===== src/sv/bbf_pkg.sv =====
package bbf_pkg;

    // line length limit and derived widths
    localparam int MAX_WIDTH   = 1024;
    localparam int MAX_HEIGHT  = 1024;
    localparam int COL_W       = $clog2(MAX_WIDTH);
    localparam int ROW_W       = $clog2(MAX_HEIGHT);
    localparam int CFG_W       = 11;
    localparam int COORD_W     = 10;
    localparam int CHAN_W      = 8;
    localparam int SUM_W       = 12;

    // decoupling queue between front and back
    localparam int QUEUE_DEPTH = 4;
    localparam int QPTR_W      = $clog2(QUEUE_DEPTH);
    localparam int QCNT_W      = $clog2(QUEUE_DEPTH + 1);

    // register indexes of the configuration port
    localparam logic CFG_IMAGE_WIDTH  = 1'b0;
    localparam logic CFG_IMAGE_HEIGHT = 1'b1;

    localparam logic [CFG_W-1:0] WIDTH_RESET  = 11'd640;
    localparam logic [CFG_W-1:0] HEIGHT_RESET = 11'd480;
    localparam logic [CFG_W-1:0] DIM_MIN      = 11'd3;

    // 2^16 / 9 rounded up, exact for sums up to 9 * 255
    localparam logic [12:0] RECIP_9 = 13'd7282;

    typedef struct packed {
        logic [CHAN_W-1:0] red;
        logic [CHAN_W-1:0] green;
        logic [CHAN_W-1:0] blue;
    } t_px;

    typedef struct packed {
        t_px                px;
        logic [COL_W-1:0]   idx;
        logic               emit;
        logic [COORD_W-1:0] out_col;
        logic [COORD_W-1:0] out_row;
        logic               last;
    } t_item;

    typedef struct packed {
        logic              full;
        logic              empty;
        logic [QCNT_W-1:0] count;
    } t_q_status;

    // clamp a dimension register and return the index of its last element
    function automatic logic [COL_W-1:0] last_col_of(input logic [CFG_W-1:0] v);
        logic [CFG_W-1:0] c;
        if (v < DIM_MIN) begin
            c = DIM_MIN;
        end else if (32'(v) > MAX_WIDTH) begin
            c = CFG_W'(MAX_WIDTH);
        end else begin
            c = v;
        end
        return COL_W'(c - CFG_W'(1));
    endfunction

    function automatic logic [ROW_W-1:0] last_row_of(input logic [CFG_W-1:0] v);
        logic [CFG_W-1:0] c;
        if (v < DIM_MIN) begin
            c = DIM_MIN;
        end else if (32'(v) > MAX_HEIGHT) begin
            c = CFG_W'(MAX_HEIGHT);
        end else begin
            c = v;
        end
        return ROW_W'(c - CFG_W'(1));
    endfunction

    // truncating divide by nine through a reciprocal multiply
    function automatic logic [CHAN_W-1:0] div9(input logic [SUM_W-1:0] s);
        logic [SUM_W+12:0] p;
        p = (SUM_W+13)'(s) * (SUM_W+13)'(RECIP_9);
        return p[16 +: CHAN_W];
    endfunction

endpackage


===== src/sv/bbf_queue.sv =====
module bbf_queue (
    input  logic               i_clk,
    input  logic               i_rst_n,
    input  logic               i_push,
    input  bbf_pkg::t_item     i_item,
    input  logic               i_pop,
    output bbf_pkg::t_item     o_head,
    output bbf_pkg::t_q_status o_status
);
    import bbf_pkg::*;

    t_item             r_mem [QUEUE_DEPTH];
    logic [QPTR_W-1:0] r_wr_ptr;
    logic [QPTR_W-1:0] r_rd_ptr;
    logic [QCNT_W-1:0] r_count;

    always_ff @(posedge i_clk) begin
        if (i_push) begin
            r_mem[r_wr_ptr] <= i_item;
        end
    end

    always_ff @(posedge i_clk) begin
        if (!i_rst_n) begin
            r_wr_ptr <= '0;
            r_rd_ptr <= '0;
            r_count  <= '0;
        end else begin
            if (i_push) begin
                r_wr_ptr <= QPTR_W'(r_wr_ptr + 1'b1);
            end
            if (i_pop) begin
                r_rd_ptr <= QPTR_W'(r_rd_ptr + 1'b1);
            end
            case ({i_push, i_pop})
                2'b10:   r_count <= QCNT_W'(r_count + 1'b1);
                2'b01:   r_count <= QCNT_W'(r_count - 1'b1);
                default: r_count <= r_count;
            endcase
        end
    end

    assign o_head         = r_mem[r_rd_ptr];
    assign o_status.full  = (r_count == QCNT_W'(QUEUE_DEPTH));
    assign o_status.empty = (r_count == '0);
    assign o_status.count = r_count;

endmodule


===== config.mk =====
export PLATFORM = sky130hd
export DESIGN_NAME = bbf_queue
export DESIGN_NICKNAME = d
export VERILOG_FILES = /design/src/sv/bbf_pkg.sv /design/src/sv/bbf_queue.sv
export SDC_FILE = /design/constraint.sdc
export NUM_CORES = 1
export LEC_CHECK = 0
export ABC_AREA = 0
export BUFFER_PORTS_ARGS = -buffer_cell sky130_fd_sc_hd__clkbuf_2
export CELL_PAD_IN_SITES_DETAIL_PLACEMENT = 1
export CELL_PAD_IN_SITES_GLOBAL_PLACEMENT = 1
export CORE_MARGIN = 2
export CORE_UTILIZATION = 30
export DETAILED_ROUTE_END_ITERATION = 7
export GPL_TIMING_DRIVEN = 0
export HOLD_SLACK_MARGIN = 0.08
export MAX_ROUTING_LAYER = met4
export PLACE_DENSITY = 0.49
export SYNTH_ARGS = -nofsm -noshare
export SYNTH_HDL_FRONTEND = slang
export SYNTH_SLANG_ARGS = --single-unit

===== constraint.sdc =====
create_clock -name i_clk -period 2.6 [get_ports i_clk]
set_input_delay 0.13 -clock i_clk [delete_from_list [all_inputs] [get_ports i_clk]]
set_output_delay 0.13 -clock i_clk [all_outputs]
set_load 0.02 [all_outputs]

# After elaboration in Yosys (flattened, before gate mapping)
# Memories as Yosys holds them, arrays and structs flattened. A register that Yosys moved wholly into a read port is not among the register bits.
# Index checks and enable logic that the tools add are counted.
word_totals:
  ff_bits: 7
  ramBits: 224
  n_memories: 1
memory_table:
  columns: ["name", "words", "word_bits", "rd", "rd_clocked_by_memory_dff", "wr", "line", "text"]
  rows:
  - ["r_mem", 4, 56, 1, 1, 1, "bbf_queue.sv:12", "t_item r_mem [QUEUE_DEPTH];"]
classes:
  add_sub_neg: 4
  n_eq_ne: 3
  mux: 5
  n_reduce_logical: 2
op_table:
  columns: ["operator", "n"]
  rows:
  - ["3-bit case mux with 2 select lines", 1]
  - ["2-bit by 1-bit adder with 2-bit output, second input constant", 2]
  - ["2-bit 2-to-1 mux", 2]
  - ["3-bit by 1-bit adder with 3-bit output, second input constant", 1]
  - ["3-bit equality test, second input constant", 1]
  - ["3-bit logical NOT", 1]
  - ["3-bit by 1-bit subtractor with 3-bit output, second input constant", 1]
  - ["2-bit by 1-bit equality test with 1-bit output, second input constant", 1]
  - ["2-bit equality test, second input constant", 1]
  - ["1-bit 2-to-1 mux", 2]
  - ["2-bit nonzero test", 1]

# Longest topological paths before layout
logic_depth:
  ltp_word: 3
  mapped_depth: 7
  depth_no_buf: 7

# Worst setup path before layout
# OpenSTA, ideal clock, no wires.
synth_timing:
  kind: "register to register"
  start: "reg r_wr_ptr[0]"
  end: "mem r_mem[2][0] in the netlist's numbering, enable pin"
  setup_time_ns: 0.419
  arrival_ns: 1.867
  required_ns: 2.181
  slack_ns: 0.313
  stages_incl_launch_ff: 4
  cell_sequence: "dfxtp_1 -> inv_1 -> ha_1 -> and2_1"
synth_rtl:
  columns: ["item", "line", "text"]
  rows:
  - ["start: declaration", "bbf_queue.sv:13", "logic [QPTR_W-1:0] r_wr_ptr;"]
  - ["start signal: assignment", "bbf_queue.sv:30", "r_wr_ptr <= QPTR_W'(r_wr_ptr + 1'b1);"]
  - ["end: declaration", "bbf_queue.sv:12", null]
# Straight into the memory's write port.

==> run metrics <==
status=finished clean; Cell Count Post-Placement=840; count leader, synth=edfxtp_1; crit path max fanout=10; Setup Skew=0.0102 ns; EDFF count, synth=224; largest area contributor in the netlist=edfxtp_1; standard-cell rows=61; Syn Std Cell Area=8570 sq um; antenna violations before repair=0; fin crit share=83.7%; global route total overflow=0; Via Count=4121; Max-Cap Viols=0; Total Power=8.67 mW; CP Buf/Inv Count=3; non-filler instance count after layout=between 900 and 1000; Die X=173 microns; Setup CP Type=flop to primary output; WL per Instance=about 18 microns; DIE AREA=29900 sq um; CP dominant cell by count=buf_2; first-pass GRT wire length=26900 microns; CP arrival=2.05 ns; Sw Share=~23%; Gate power share=12.0%; IO Count=121; Clock Power Share=between 30% and 40%; CP max stage cell=mux4_2; IO buf count=120; CTS Sinks=233; Fin. Hold Viols=0; clock insertion delay at the later pin of the skew report=0.52 ns; Hold WC Path Type=input port to flop; Synth Register Bits=about 230; number of global-route vias before repair=4693; CP Data Required Time=2.47 ns; WL final=17300 microns; Yosys top cell area share=78.5%; Cells after Synth=338; Reg clk slew, reported paths=0.06 ns; largest net degree at the start of global routing=33; Synth warnings=0; DR DRC count=0; Max transition margin=57.0%; Psw=2.01 mW; Area growth, synth to finish=29.8%; DR pass1 iterations=4; internal power=6.66 mW; Power Dens Cells=780 nW/um^2; H-tree levels=1; via-per-instance ratio=roughly 4.3; IR Drop Worst-Case VDD=426 uV; max incr delay on CP=between 0.3 and 0.4 ns; Avg Inst Size Synth=approximately 25 sq um; setup violators final=0; critical path, cell by cell=buf_2 -> buf_2 -> mux4_2 -> clkbuf_2; DRT iter0 DRCs=167; CP top delay family=buffers and inverters; GRT Overall Usage=12.0%; Final #Nets=617; CTS tree=done; post-synth cell types=22; max frequency=about 460 MHz; Max Transition Viols Final=0; RSZ-0062 raised after global routing=no; synth top area cells=edfxtp_1 (79%), mux4_2 (15%), dfxtp_1 (2.1%); Inserted Clock Buffers=27; Cell Area, Placed=9750 sq um; RD Place Congestion=0.651; CTS root buf=clkbuf_16; Sequential Power Share=50.2%; Initial Util=between 30% and 40%; fin crit period=2.18 ns; top cells by instance count after synthesis=edfxtp_1 (224), mux4_2 (56), and2_1 (10), dfxtp_1 (9), inv_1 (6); crit path capture type=primary output; Die H=173 microns; Layout fillers=2731; fin area=11100 sq um; half-perimeter wire length after placement=10200 microns; Synth Flop Type=edfxtp_1; CP Launch Type=flop; worst slew pin tran=0.645 ns; share of post-route cells with drive strength above 1=around two fifths; clock buffer depth=3; Lkg Pwr=roughly 3.8 nW; sequential area share after synthesis=80.6%; ANT nets after route=0; Mapped Nets=just over 400; Synth async-reset ratio=0%; Fin Hold WS=0.368 ns; Antenna diodes=0; Core Region=27900 sq um
==> layout make-up <==
cell class	count	area, sq um	area share, %
Buffer	12	128	1.15
Sequential cell	233	6910	62.1
Clock buffer	34	702	6.31
Inverter	6	22.5	0.203
Multi-Input combinational cell	87	1520	13.7
Tap cell	378	473	4.25
Clock inverter	14	62.6	0.563
Timing Repair Buffer	184	1300	11.7
==> sequential cells by signal, indices dropped and copies added, names as in the netlist, named ones only <==
name	flops
r_wr_ptr	2
r_mem	224
r_count	3
r_rd_ptr	2
==> placed cells by master (no fill, tap or decap), types with 2 or more instances in the layout <==
| master | Yosys | routed |
|---|---|---|
| clkbuf_16 | 0 | 27 |
| mux4_2 | 56 | 56 |
| and2_4 | 0 | 4 |
| ha_1 | 5 | 5 |
| edfxtp_1 | 224 | 224 |
| inv_1 | 6 | 6 |
| xnor2_1 | 2 | 2 |
| and2_1 | 10 | 6 |
| buf_16 | 0 | 3 |
| nand2_1 | 2 | 2 |
| clkinv_1 | 0 | 8 |
| dfxtp_1 | 9 | 9 |
| xor2_1 | 3 | 3 |
| clkbuf_2 | 0 | 120 |
| clkinv_2 | 0 | 5 |
| buf_12 | 4 | 5 |
| o21ai_0 | 2 | 2 |
| clkbuf_1 | 1 | 8 |
| buf_2 | 5 | 5 |
| dlygate4sd3_1 | 0 | 60 |
==> layer usage <==
layer / global-route usage [%] / vias to the layer above / wire length [microns]
met1: 15.0 / 2131 / 7540
met5: - / - / 0
met2: 20.0 / 97 / 8590
met4: 3.04 / 0 / 367
li1: - / 1861 / -
met3: 2.59 / 32 / 807
==> through the flow <==
| step | setup slack (ns) | TNS (ns) | utilization, % |
|---|---|---|---|
| floorplan | 0.313 | 0 | - |
| global placement | -1.05 | -229.29 | 34.5 |
| detailed placement | 0.873 | 0 | 34.9 |
| CTS | 0.324 | 0 | 39.8 |
| global route | 0.277 | 0 | 39.8 |
| finish | 0.424 | 0 | 39.8 |
==> repair_timing <==
action,4_1_cts,5_1_grt
hold buffers,60,0
hold endpoints to repair,233,0
resized for setup,0,0
setup buffers,0,0
endpoints found under the setup margin,0,0
==> logic make-up (layout without fill, tap and decap cells) <==
| kind of cell | Yosys count | count (layout) | synth area share, % |
|---|---|---|---|
| adder cells (fa/ha/maj) | 6 | 6 | 0.964 |
| buffers and inverters | 18 | 250 | 1.75 |
| multiplexers | 57 | 57 | 14.8 |
| AO/OA/AOI/OAI | 3 | 3 | 0.205 |
| AND/OR/NAND/NOR | 16 | 16 | 1.10 |
| XOR/XNOR | 5 | 5 | 0.511 |
| flip-flops | 233 | 233 | 80.6 |
==> worst paths after layout <==
check,startpoint,endpoint,slack (ns),cells past startpoint
min,i_item[9],r_mem[3][9],0.37,2
min reg2reg,r_count[2],r_count[2],0.58,2
max,flop,o_head[24],0.42,4
max reg2reg,r_count[0],r_count[2],0.91,5
==> power groups by stage <==
stage	Clock [mW]	Combinational, mW	Sequential [mW]
finish	3.28	1.04	4.35
global route	3.51	1.14	4.37
CTS	3.38	1.08	4.35
detailed placement	0	1.00	4.43
global placement	0	0.963	4.44
floorplan	0	0.612	4.43
No activity file was read; power rests on OpenSTA's default activity.
