--- src/sv/bbf_pkg.sv ---
package bbf_pkg;

    // line length limit and derived widths
    localparam int MAX_WIDTH   = 1024;
    localparam int MAX_HEIGHT  = 1024;
    localparam int COL_W       = $clog2(MAX_WIDTH);
    localparam int ROW_W       = $clog2(MAX_HEIGHT);
    localparam int CFG_W       = 11;
    localparam int COORD_W     = 10;
    localparam int CHAN_W      = 8;
    localparam int SUM_W       = 12;

    // decoupling queue between front and back
    localparam int QUEUE_DEPTH = 4;
    localparam int QPTR_W      = $clog2(QUEUE_DEPTH);
    localparam int QCNT_W      = $clog2(QUEUE_DEPTH + 1);

    // register indexes of the configuration port
    localparam logic CFG_IMAGE_WIDTH  = 1'b0;
    localparam logic CFG_IMAGE_HEIGHT = 1'b1;

    localparam logic [CFG_W-1:0] WIDTH_RESET  = 11'd640;
    localparam logic [CFG_W-1:0] HEIGHT_RESET = 11'd480;
    localparam logic [CFG_W-1:0] DIM_MIN      = 11'd3;

    // 2^16 / 9 rounded up, exact for sums up to 9 * 255
    localparam logic [12:0] RECIP_9 = 13'd7282;

    typedef struct packed {
        logic [CHAN_W-1:0] red;
        logic [CHAN_W-1:0] green;
        logic [CHAN_W-1:0] blue;
    } t_px;

    typedef struct packed {
        t_px                px;
        logic [COL_W-1:0]   idx;
        logic               emit;
        logic [COORD_W-1:0] out_col;
        logic [COORD_W-1:0] out_row;
        logic               last;
    } t_item;

    typedef struct packed {
        logic              full;
        logic              empty;
        logic [QCNT_W-1:0] count;
    } t_q_status;

    // clamp a dimension register and return the index of its last element
    function automatic logic [COL_W-1:0] last_col_of(input logic [CFG_W-1:0] v);
        logic [CFG_W-1:0] c;
        if (v < DIM_MIN) begin
            c = DIM_MIN;
        end else if (32'(v) > MAX_WIDTH) begin
            c = CFG_W'(MAX_WIDTH);
        end else begin
            c = v;
        end
        return COL_W'(c - CFG_W'(1));
    endfunction

    function automatic logic [ROW_W-1:0] last_row_of(input logic [CFG_W-1:0] v);
        logic [CFG_W-1:0] c;
        if (v < DIM_MIN) begin
            c = DIM_MIN;
        end else if (32'(v) > MAX_HEIGHT) begin
            c = CFG_W'(MAX_HEIGHT);
        end else begin
            c = v;
        end
        return ROW_W'(c - CFG_W'(1));
    endfunction

    // truncating divide by nine through a reciprocal multiply
    function automatic logic [CHAN_W-1:0] div9(input logic [SUM_W-1:0] s);
        logic [SUM_W+12:0] p;
        p = (SUM_W+13)'(s) * (SUM_W+13)'(RECIP_9);
        return p[16 +: CHAN_W];
    endfunction

endpackage

--- src/sv/bbf_front.sv ---
module bbf_front (
    input  logic                      i_clk,
    input  logic                      i_rst_n,
    input  logic                      i_valid,
    input  logic [bbf_pkg::CHAN_W-1:0] i_red,
    input  logic [bbf_pkg::CHAN_W-1:0] i_green,
    input  logic [bbf_pkg::CHAN_W-1:0] i_blue,
    input  logic                      i_frame_start,
    input  logic                      i_q_full,
    input  logic                      i_cfg_valid,
    input  logic                      i_cfg_index,
    input  logic [bbf_pkg::CFG_W-1:0] i_cfg_data,
    output logic                      o_push,
    output bbf_pkg::t_item            o_item
);
    import bbf_pkg::*;

    logic [COL_W-1:0] r_col,      n_col;
    logic [ROW_W-1:0] r_row,      n_row;
    logic [COL_W-1:0] r_last_col;
    logic [ROW_W-1:0] r_last_row;
    logic [COL_W-1:0] w_col;
    logic [ROW_W-1:0] w_row;
    logic             w_accept;

    assign w_accept = i_valid && !i_q_full;
    assign o_push   = w_accept;

    // frame start forces the position back to the origin
    assign w_col = i_frame_start ? '0 : r_col;
    assign w_row = i_frame_start ? '0 : r_row;

    always_comb begin
        if (w_col >= r_last_col) begin
            n_col = '0;
            n_row = (w_row >= r_last_row) ? '0 : ROW_W'(w_row + 1'b1);
        end else begin
            n_col = COL_W'(w_col + 1'b1);
            n_row = w_row;
        end
    end

    always_comb begin
        o_item.px.red   = i_red;
        o_item.px.green = i_green;
        o_item.px.blue  = i_blue;
        o_item.idx      = w_col;
        o_item.emit     = (w_col >= COL_W'(2)) && (w_row >= ROW_W'(2));
        o_item.out_col  = COORD_W'(w_col - 1'b1);
        o_item.out_row  = COORD_W'(w_row - 1'b1);
        o_item.last     = (w_col == r_last_col) && (w_row == r_last_row);
    end

    always_ff @(posedge i_clk) begin
        if (!i_rst_n) begin
            r_col      <= '0;
            r_row      <= '0;
            r_last_col <= last_col_of(WIDTH_RESET);
            r_last_row <= last_row_of(HEIGHT_RESET);
        end else begin
            if (w_accept) begin
                r_col <= n_col;
                r_row <= n_row;
            end
            if (i_cfg_valid) begin
                case (i_cfg_index)
                    CFG_IMAGE_WIDTH:  r_last_col <= last_col_of(i_cfg_data);
                    CFG_IMAGE_HEIGHT: r_last_row <= last_row_of(i_cfg_data);
                    default:          r_last_col <= r_last_col;
                endcase
            end
        end
    end

endmodule

--- config.mk ---
export PLATFORM = sky130hd
export DESIGN_NAME = bbf_front
export DESIGN_NICKNAME = d
export VERILOG_FILES = /design/src/sv/bbf_pkg.sv /design/src/sv/bbf_front.sv
export SDC_FILE = /design/constraint.sdc
export NUM_CORES = 1
export LEC_CHECK = 0
export BUFFER_PORTS_ARGS = -buffer_cell sky130_fd_sc_hd__buf_2
export CAP_MARGIN = 15
export CORE_ASPECT_RATIO = 1.1
export CORE_MARGIN = 2
export CORE_UTILIZATION = 50
export CTS_CLUSTER_DIAMETER = 150
export CTS_CLUSTER_SIZE = 20
export DETAILED_ROUTE_END_ITERATION = 10
export PLACE_DENSITY_LB_ADDON = 0.08
export SKIP_CTS_REPAIR_TIMING = 1
export SYNTH_ARGS = -nofsm -noshare
export SYNTH_HDL_FRONTEND = slang
export SYNTH_SLANG_ARGS = --single-unit
--- constraint.sdc ---
create_clock -name i_clk -period 2.9 [get_ports i_clk]
set_clock_uncertainty 0.05 [all_clocks]
set_input_delay 0.29 -clock i_clk [delete_from_list [all_inputs] [get_ports i_clk]]
set_output_delay 0.29 -clock i_clk [all_outputs]
set_load 0.02 [all_outputs]
Yosys cells after proc, flatten, opt, wreduce, memory -nomap -nowiden
Index checks and enable logic that the tools add are counted.
{"block": "word_totals", "regBits": 40, "output_inout_bits": 57, "wordCells": 38}
{"block": "classes", "add_sub_neg": 6, "n_lt_le_gt_ge": 6, "n_eq_ne": 2, "muxes": 13, "bitwise": 1, "reduce_logical": 6}
{"cell": "10-bit two-way mux", "count": 13}
{"cell": "10-bit by 1-bit subtractor with 10-bit output, second input constant", "count": 4}
{"cell": "10-bit by 1-bit adder with 10-bit output, second input constant", "count": 2}
{"cell": "10-bit == test", "count": 2}
{"cell": "10-bit greater-or-equal comparator", "count": 2}
{"cell": "10-bit by 2-bit greater-or-equal comparator with 1-bit output, second input constant", "count": 2}
{"cell": "11-bit > comparator, second input constant", "count": 1}
{"cell": "11-bit by 2-bit less-than comparator with 1-bit output, second input constant", "count": 1}
{"cell": "2-bit AND reduction", "count": 2}
{"cell": "1-bit logical AND", "count": 3}
{"cell": "1-bit zero test", "count": 1}
{"cell": "1-bit inverter", "count": 1}

Depth between registers and ports, before layout
Gate-level depths: netlist of the first run.
{"block": "logic_depth", "depth_word": 7, "depth_mapped": 12, "mapped_depth_nobuf": 11}

Worst setup path before layout of the first run
Ideal clock, no wire load.
{"block": "synth_timing", "kind": "reg2reg", "from": "register r_col[4]", "to": "register r_row[8]", "setup_ps": 117, "arrival_time_ps": 2735, "required_time_ps": 2733, "slack_ps": -2, "stages_incl_launch_ff": 10, "path_cell_list": "dfxtp_1 nor2b_1 ha_1 and2_0 a221o_1 a2111oi_4 buf_6 nor3_1 xor2_1 a32o_1"}
{"item": "start: declaration", "line": "bbf_front.sv:18", "source": "logic [COL_W-1:0] r_col, n_col;"}
{"item": "start signal: assignment", "line": "bbf_front.sv:62", "source": "r_col <= n_col;"}
{"item": "end signal: assignment", "line": "bbf_front.sv:63", "source": "r_row <= n_row;"}
{"item": "end: declaration", "line": "bbf_front.sv:19", "source": "logic [ROW_W-1:0] r_row, n_row;"}

==> results.md, run 1 <==
* Worst-case clock buffer depth at 2
* Cell family with most CP delay: simple AND/OR/NAND/NOR gates
* Post-Synthesis Cells at 424
* Outcome: completed
* DRC at 0
* Critical R2R Capture: r_row[9]
* Fin crit share at around 93%
* Syn Area/Cell at 7.63 µm²
* Area grow syn2layout at 12.2%
* Initial drt markers at 168
* RSZ-0062 raised after global routing: false
* Most frequent cells in the layout: buf_2, nand2_1, dfxtp_1, inv_1, ha_1
* WS Path Type: flip-flop to output port
* Global-route wire length before repair at 13,300 µm
* # rows at 30
* Power Density at 345 mW/mm²
* Critical path arrival at 2.35 ns
* Max incr delay on CP at 0.39 ns
* Asr flop ratio synth at 0%
* Switching power total at 332 µW
* Final Critical Period at 2.69 ns
* Fin util at between 50% and 60%
* WHS Path Cells at 3
* Vias per cell at 5.61
* Filler cell count at 615
* Sum Neg Setup Slack at 0 ns
* Post-DR wirelength/cell at 14.8 µm
* Layout Nets at 528
* Hold Startpoint: i_cfg_index
* Hold slack final at 0.231 ns
* H-tree lvl count at 2
* Max Clock Freq at 372 MHz
* Clock Pin Slew Worst Setup and Hold Paths at around 0.08 ns
* Distinct cells, synth at between 50 and 60
* CTS tree: yes
* Synth Warn # at 0
* Pwr Total at about 1300 µW
* Worst R2R Path Depth at 9
* Total number of vias at a little over 3k
* DP HPWL at between 6000 and 7000 µm
* CP Buf/Inv Count at 2
* Register area share after synthesis at 24.8%
* Post-synth top area share at 24.8%
* Gate power share at 14.5%
* Main synth FF type: dfxtp_1
* Vias in the first global route at 2,726
* Initial antenna violation count at 0
* Leading area contributor after synthesis: dfxtp_1
* CORE AREA at 0.00623 mm²
* CP required at 2.56 ns
* CP cell instances: nor2b_2 > buf_4 > or3_1 > or3_1 > nor4_1 > a31oi_1 > buf_2
* Num CTS Buffers at 5
* Final setup fails at 0
* R2r setup slk at approximately 0.23 ns
* Reg power frac at around 46%
* GP Congestion at 0.890
* Hold Vio Cnt, Final at 0
* CP Launch Point: r_col[5]
* Critical path launch point type: flip-flop
* VDD IR-drop max at 0.308 mV
* Post-Syn Area at about 0.0032 mm²
* Switching Fraction at 26.5%
* GRT Util Overall at 23.8%
* HP Class: input pin to flip-flop
* Post-Syn Nets at 493
* Clock sinks at 40
* Layout cell share with drive strength beyond 1 at 20.4%
* Measured slew at the worst slew-check pin at 0.640 ns
* Routed Antenna Nets at 0
* Grt total ovfl at 0
* Area contributors post-synth: dfxtp_1, ha_1, nand2_1
* Final wirelength at 8020 µm
* Rel. slew slack at 57.3%
* Io pins at 99
* Most common cell after layout, fill and taps aside: buf_2
* Port Buffers at 50
* Post-synth EDFFs at 0
* CP max stage cell: nor4_1
* Largest net degree at the start of global routing at 41
* Max-Cap Viols at 0
* R2r startpoint: r_col[3]
* Cell internal pwr at between 900 and 1000 µW
* Slew Limit Fails at 0
* Clk_lat worst skew at 0.30 ns
* Die Wd at ~80 µm
* Starting Density at 51.9%
* Synth Register Bits at 40
* DRT Pass-1 Iters at 5
* Leak at 0.00183 µW
* Clock share of power at 39.3%
* Root Driver: clkbuf_8
* DIE AREA at 0.00713 mm²
* Die Y at around 88 µm
* Hold EP: r_last_row[7]
* Number of antenna diodes at 0
* Critical path fanouts, max at 6
* Crit path depth at 7
* Worst setup EP type: output port
* CP most frequent cell: or3_1
worst reg2reg max path, stage by stage (launching register included):
cell,delay (ns)
dfxtp_1,0.35
nand2b_1,0.13
inv_1,0.08
ha_1,0.31
a21o_1,0.17
a221o_1,0.37
a2111oi_4,0.58
nor4_1,0.15
xor2_1,0.17
a32o_1,0.23
per-layer routing:
layer,GRT usage [%],routed length [µm]
met2,40.1,3830
met5,0,0
met1,32.0,3730
met4,6.01,81
met3,3.78,370
state kept, by name, summed over array words and instances (netlist names):
signal	cells
r_last_row	10
r_row	10
r_last_col	10
r_col	10
worst max-delay path by stage:
stage	to
6_report	o_item[21]
2_1_floorplan	r_row[8]
4_1_cts	o_item[21]
3_5_place_dp	r_row[9]
3_3_place_gp	r_row[4]
5_1_grt	r_row[9]
synthesized netlist by cell type, types with 2 or more instances:
master,count
nor4_2,3
nand2b_1,11
a221o_1,2
a21boi_0,6
a21oi_1,12
buf_4,24
inv_1,33
a31oi_1,2
clkbuf_1,19
xor2_1,13
o21a_1,2
nor4_1,4
o21bai_1,2
or3_1,4
buf_2,3
nor3_1,12
a21boi_1,3
and3_1,3
a21o_1,6
a32o_1,4
and2_1,4
a211oi_1,2
o41ai_1,2
nor2_1,24
ha_1,27
nand3_1,18
a22oi_1,4
xnor2_1,7
or2_2,2
o21ai_0,19
nand4_1,6
and4_1,2
buf_6,2
nand2_1,49
dfxtp_1,40
o31ai_1,3
nor2b_1,15
o211ai_1,16
final cells by class:
| class | instances | area [µm²] | area share [%] |
|---|---|---|---|
| clock buffers | 6 | 82.6 | 2.28 |
| clock inverters | 2 | 38.8 | 1.07 |
| inverters | 34 | 128 | 3.52 |
| multi-input cells | 302 | 2020 | 55.7 |
| flip-flops and latches | 40 | 801 | 22.1 |
| well taps | 80 | 100 | 2.76 |
| repair buffers | 76 | 458 | 12.6 |
power groups by stage:
stage / sequential (µW) / combinational, µW / clock [µW]
6_report: 578 / 182 / 492
5_1_grt: 580 / 207 / 526
4_1_cts: 578 / 183 / 503
3_5_place_dp: 591 / 181 / 0
3_3_place_gp: 590 / 180 / 0
2_1_floorplan: 588 / 170 / 0
kinds of logic after synthesis:
logic type	Yosys count	synth area share [%]
and+or+nand+nor	161	25.4
muxes	1	0.310
xor gates and xnor gates	20	5.42
buffers and inverters	82	12.9
adders and majority gates	27	10.4
AOI/OAI and AO/OA	93	20.8
DFF	40	24.8
metrics by stage:
stage          setup WS [ns]  area (µm²)  std cells
6_report               0.211        3630        540
5_1_grt               0.0237        3630        540
4_1_cts                0.144        3630        540
3_5_place_dp          0.0291        3510        532
3_3_place_gp          0.0276        3510        532
2_1_floorplan         0.0400        3240        424
Note: power is estimated with default switching activity, not from simulation.
==> run 2, diff against run 1 <==
- PLACE_DENSITY: not set -> 0.78
- PLACE_DENSITY_LB_ADDON: 0.08 -> not set
==> run 2 against run 1 <==
Net effect:
- die area stayed put
- utilization is 0.24 points lower
- sequential power hardly changed
- sequential cell count stayed put
- critical path type unchanged
- worst hold slack better by 0.011 ns
- critical path depth stayed put
- critical endpoint unchanged
==> results.md, run 2 (synthesis results as in run 1) <==
* # rows at 30 (unchanged)
* VDD IR-drop max at 0.244 mV (-21%)
* Starting Density at 51.9% (unchanged)
* CP Buf/Inv Count at 2 (unchanged)
* Io pins at 99 (unchanged)
* CP cell instances: nor2b_2 > buf_4 > or3_1 > or3_1 > nor4_1 > a31oi_1 > buf_2
* Total number of vias at 3,113 (+2.7%)
* Post-DR wirelength/cell at 15.2 µm (+2.6%)
* Critical path launch point type: flip-flop
* Area grow syn2layout at 11.8%
* Number of antenna diodes at 0 (unchanged)
* R2r setup slk at 0.26 ns (+0.03 ns)
* Final wirelength at 8210 µm (+2.4%)
* Fin crit share at 95.6% (+2.9 points)
* Worst-case clock buffer depth at 2 (unchanged)
* Register area at 801 µm² (unchanged)
* Grt total ovfl at 0 (unchanged)
* Die Wd at 80.7 µm (unchanged)
* Num CTS Buffers at 5 (unchanged)
* CP endpoint: o_item[21]
* Slew Limit Fails at 0 (unchanged)
* Layout Nets at 527 (-0.19%)
* Vias per cell at 5.78 (+2.9%)
* Root Driver: clkbuf_8
* Final Critical Period at 2.77 ns (+0.0839 ns)
* RSZ-0062 raised after global routing: false
* DIE AREA at 0.00713 mm² (unchanged)
* Filler cell count at 591 (-3.9%)
* CP Launch Point: r_col[5]
* Port Buffers at 50 (unchanged)
* Critical path fanouts, max at 6 (unchanged)
* Hold Vio Cnt, Final at 0 (unchanged)
* Max incr delay on CP at 0.42 ns (+0.03 ns)
* Final setup fails at 0 (unchanged)
* Max-Cap Viols at 0 (unchanged)
* Die Y at 88.3 µm (unchanged)
* Initial drt markers at 272 (+62%)
* CP most frequent cell: or3_1
* Critical R2R Capture: r_row[9]
* WS Path Type: flip-flop to output port
* Setup ws final at 0.128 ns (-0.0839 ns)
* Rel. slew slack at 56.6% (-0.76 points)
* CP required at 2.56 ns (about the same)
* Wire length on met2 at 4030 µm (+5.2%)
* Vias in the first global route at 2,916 (+7.0%)
* Layout cell share with drive strength beyond 1 at 20.3% (-0.17 points)
* DP HPWL at 6320 µm (+1.4%)
* Clk_lat worst skew at 0.30 ns (about the same)
* Clock Pin Slew Worst Setup and Hold Paths at 0.08 ns (about the same)
* Hold Startpoint: i_cfg_valid
* Worst R2R Path Depth at 9 (unchanged)
* Design Area, Final at 0.00361 mm² (-0.41%)
* Initial antenna violation count at 0 (unchanged)
* CORE AREA at 0.00623 mm² (unchanged)
* Met3 wire length at 504 µm (+36%)
* Post-Place Cell Area at 0.00349 mm² (-0.57%)
* Largest net degree at the start of global routing at 41 (unchanged)
* Top layer in use: met4
* HP Class: input pin to flip-flop
* Max Clock Freq at 361 MHz (-3.0%)
* GP Congestion at 0.874 (-1.8%)
* CP max stage cell: nor4_1
* Most frequent cells in the layout: buf_2, nand2_1, dfxtp_1, inv_1, ha_1
* Critical path arrival at 2.43 ns (+0.08 ns)
* Outcome: completed
* DRT Pass-1 Iters at 6 (+1)
* GRT Util Overall at 24.1% (+0.34 points)
* DRC at 0 (unchanged)
* Worst setup EP type: output port
* CTS tree: yes
* Multi-input gate area at 0.00202 mm² (unchanged)
* Crit path depth at 7 (unchanged)
* Most common cell after layout, fill and taps aside: buf_2
* Clock sinks at 40 (unchanged)
* Global-route wire length before repair at 13,600 µm (+2.0%)
* Leak at 0.00182 µW (-0.28%)
* Worst slack, placed at -0.00827 ns (-0.0373 ns)
* Hold slack final at 0.242 ns (+0.0115 ns)
* Routed Antenna Nets at 0 (unchanged)
* Measured slew at the worst slew-check pin at 0.651 ns (+0.0114 ns)
* Power Density at 349 mW/mm² (+1.1%)
* Metal-1 WL at 3400 µm (-9.0%)
* Cell family with most CP delay: simple AND/OR/NAND/NOR gates
* R2r startpoint: r_col[3]
* H-tree lvl count at 2 (unchanged)
## run 2: cell count changes in the layout (fill, tap and decap cells not counted)
cell,delta
clkinv_4,-1
clkbuf_8,+1
buf_12,-1
## run 2: cell type report
class / instances / area share, %
Clock inverter: 1 / 0.831
Multi-Input combinational cell: 302 / 55.9
Inverter: 34 / 3.53
Tap cell: 80 / 2.77
Timing Repair Buffer: 75 / 12.1
Sequential cell: 40 / 22.2
Clock buffer: 7 / 2.67
## run 2: worst min path at each step
stage | to | slack [ns] | cells after the start
2_1_floorplan | r_col[9] | 0.39 | 2
3_3_place_gp | r_col[9] | 0.40 | 2
3_5_place_dp | r_col[9] | 0.42 | 2
4_1_cts | r_last_row[7] | 0.23 | 3
5_1_grt | r_last_row[7] | 0.25 | 3
6_report | r_last_row[7] | 0.24 | 3
## run 2: per-layer routing
layer	vias to the layer above	track usage, %
met2	133	41.9
li1	1517	-
met3	29	4.18
met5	-	0
met1	1434	29.5
met4	0	10.3
## run 2: worst register-to-register path: cells and delay by family, from the launching register on
kind | cells | cell delay, ns
buffers and inverters | 1 | 0.08
XOR/XNOR | 1 | 0.16
AND/OR/NAND/NOR | 2 | 0.27
flip-flops | 1 | 0.35
adder cells (fa/ha/maj) | 1 | 0.32
AO/OA/AOI/OAI | 4 | 1.31
## run 2: stage by stage
step	cells	TNS [ns]	power, µW	utilization [%]
final	539	0	1260	58.0
after CTS	539	0	1260	58.0
after global routing	539	0	1310	58.0
after detailed placement	531	-0.00827	770	56.0
after global placement	531	0	761	56.0
after floorplan	424	0	758	-
## run 2: power by group
part	internal, µW	switching [µW]
clock network	304	199
logic	66.9	113
registers	568	10.4
total	939	322
==> run 3, diff against run 2 <==
- SETUP_SLACK_MARGIN: not set -> 0.3
==> run 3 against run 2 <==
Net effect:
- first-iteration DRC count up 12%
- die area unchanged
- combinational power up 3%
- non-clock buffer count up 10
- worst hold slack worse by 0.0030 ns
- clock power down 23%
- wire length up 4.2%
- sequential power about the same
- critical path type is now flip-flop to flip-flop
==> results.md, run 3 (synthesis results as in run 1) <==
* Outcome: completed
* Sum Neg Setup Slack at 0 ns (unchanged)
* Worst-case clock buffer depth at 2 (unchanged)
* Vias in the first global route at 2,924 (+0.27%)
* # rows at 30 (unchanged)
* Layout cell share with drive strength beyond 1 at 26.4% (+6.2 points)
* Power Density at 301 mW/mm² (-14%)
* DP Cell Count at 532 (+0.19%)
* CP Launch Point: r_col[5]
* Setup ws final at 0.304 ns (+0.177 ns)
* Starting Density at 51.9% (unchanged)
* CP required at 3.08 ns (+0.52 ns)
* Hold Startpoint: i_cfg_valid
* CTS tree: yes
* Die Wd at 80.7 µm (unchanged)
* Root Driver: clkbuf_8
* Largest net degree at the start of global routing at 41 (unchanged)
* DRT Pass-1 Iters at 5 (-1)
* Layout Nets at 537 (+1.9%)
* HP Class: input pin to flip-flop
* Filler cell count at 561 (-5.1%)
* Fin crit share at 89.5% (-6.1 points)
* Most frequent cells in the layout: nand2_1, buf_2, dfxtp_1, inv_1, buf_4
* GRT Util Overall at 23.3% (-0.79 points)
* Total number of vias at 3,173 (+1.9%)
* Final setup fails at 0 (unchanged)
* Clk_lat worst skew at 0.30 ns (about the same)
* Critical path fanouts, max at 5 (-1)
* RSZ-0062 raised after global routing: true
* GP Congestion at 0.916 (+4.8%)
* H-tree lvl count at 2 (unchanged)
* VDD IR-drop max at 0.220 mV (-9.7%)
* Max incr delay on CP at 0.55 ns (+0.13 ns)
* Io pins at 99 (unchanged)
* CP cell instances: nor2b_4 > ha_1 > and2_1 > a221o_1 > a2111o_1 > buf_6 > nor4_4 > a21oi_1 > a21boi_1
* Critical path launch point type: flip-flop
* Critical path arrival at 2.77 ns (+0.34 ns)
* Hold Vio Cnt, Final at 0 (unchanged)
* DP HPWL at 6270 µm (-0.79%)
* Clock sinks at 40 (unchanged)
* Leak at 0.00187 µW (+2.5%)
* WS Path Type: flip-flop to flip-flop
* Worst setup EP type: flip-flop
* DIE AREA at 0.00713 mm² (unchanged)
* Final wirelength at 8550 µm (+4.2%)
* Number of antenna diodes at 0 (unchanged)
* Clock Pin Slew Worst Setup and Hold Paths at 0.09 ns (about the same)
* Port Buffers at 50 (unchanged)
* Fin util at 61.1% (+3.1 points)
* Measured slew at the worst slew-check pin at 0.635 ns (-0.0164 ns)
* Global-route wire length before repair at 13,100 µm (-3.0%)
* Design Area, Final at 0.00381 mm² (+5.4%)
* Routed Antenna Nets at 0 (unchanged)
* Die Y at 88.3 µm (unchanged)
* Worst slack, placed at 0.0856 ns (+0.0938 ns)
* Max Clock Freq at 385 MHz (+6.8%)
* Final Critical Period at 2.60 ns (-0.177 ns)
* Max-Cap Viols at 0 (unchanged)
* Num CTS Buffers at 5 (unchanged)
* Slew Limit Fails at 0 (unchanged)
* CP max stage cell: a2111o_1
* Area grow syn2layout at 17.8%
* Post-Place Cell Area at 0.00353 mm² (+1.1%)
* DRC at 0 (unchanged)
* Initial antenna violation count at 0 (unchanged)
* R2r startpoint: r_col[5]
* Rel. slew slack at 57.7% (+1.1 points)
* CORE AREA at 0.00623 mm² (unchanged)
* Non-Filler Instances at 549 (+1.9%)
* Post-DR wirelength/cell at 15.6 µm (+2.3%)
* Grt total ovfl at 0 (unchanged)
* Initial drt markers at 304 (+12%)
* Vias per cell at 5.78 (about the same)
==> run 3: cell count changes in the layout (fill, tap and decap cells not counted), sizes merged <==
cell and change:
buf +10, clkbuf -2, clkinv +1, bufinv -1
clkinvlp +2
==> run 3: where the power goes <==
part / internal [µW] / switching [µW] / leakage, µW
Clock: 171 / 215 / 0.0000404
Combinational: 71.3 / 115 / 0.00150
Sequential: 566 / 9.70 / 0.000329
==> run 3: final cells by class <==
| type | instances | area (µm²) | area share, % |
|---|---|---|---|
| multi-input combinational | 302 | 2140 | 56.3 |
| timing repair buffer | 85 | 534 | 14.0 |
| clock buffer | 5 | 68.8 | 1.81 |
| tap | 80 | 100 | 2.63 |
| inverter | 34 | 128 | 3.35 |
| sequential | 40 | 811 | 21.3 |
| clock inverter | 3 | 23.8 | 0.624 |
==> run 3: worst paths after layout <==
kind                                       to  slack, ns  cells past startpoint
worst max-delay path                 r_col[6]       0.30                      9
worst min-delay path            r_last_row[7]       0.24                      3
worst max register to register       r_col[6]       0.30                      9
worst min register to register  r_last_col[1]       0.44                      2
==> run 3: layer usage <==
metal	global-route usage (%)	vias to the layer above	part of all wire, %	wire length [µm]
li1	-	1537	-	-
met1	28.4	1454	41	3510
met2	41.0	157	49	4170
met3	4.08	25	6.9	594
met4	9.09	0	3.2	275
met5	0	-	0	0
==> run 3: metrics by stage <==
step | hold WS, ns | total power [µW]
finish | 0.239 | 1150
global route | 0.254 | 1210
CTS | 0.240 | 1150
detailed placement | 0.423 | 772
global placement | 0.417 | 765
floorplan | 0.391 | 760
==> run 3: critical path: cells and delay by family, from the launching register on <==
family	cells	cell delay, ns
compound gates	4	1.13
fa+ha+maj	1	0.31
simple gates	3	0.51
buf+inv	1	0.18
flops	1	0.35
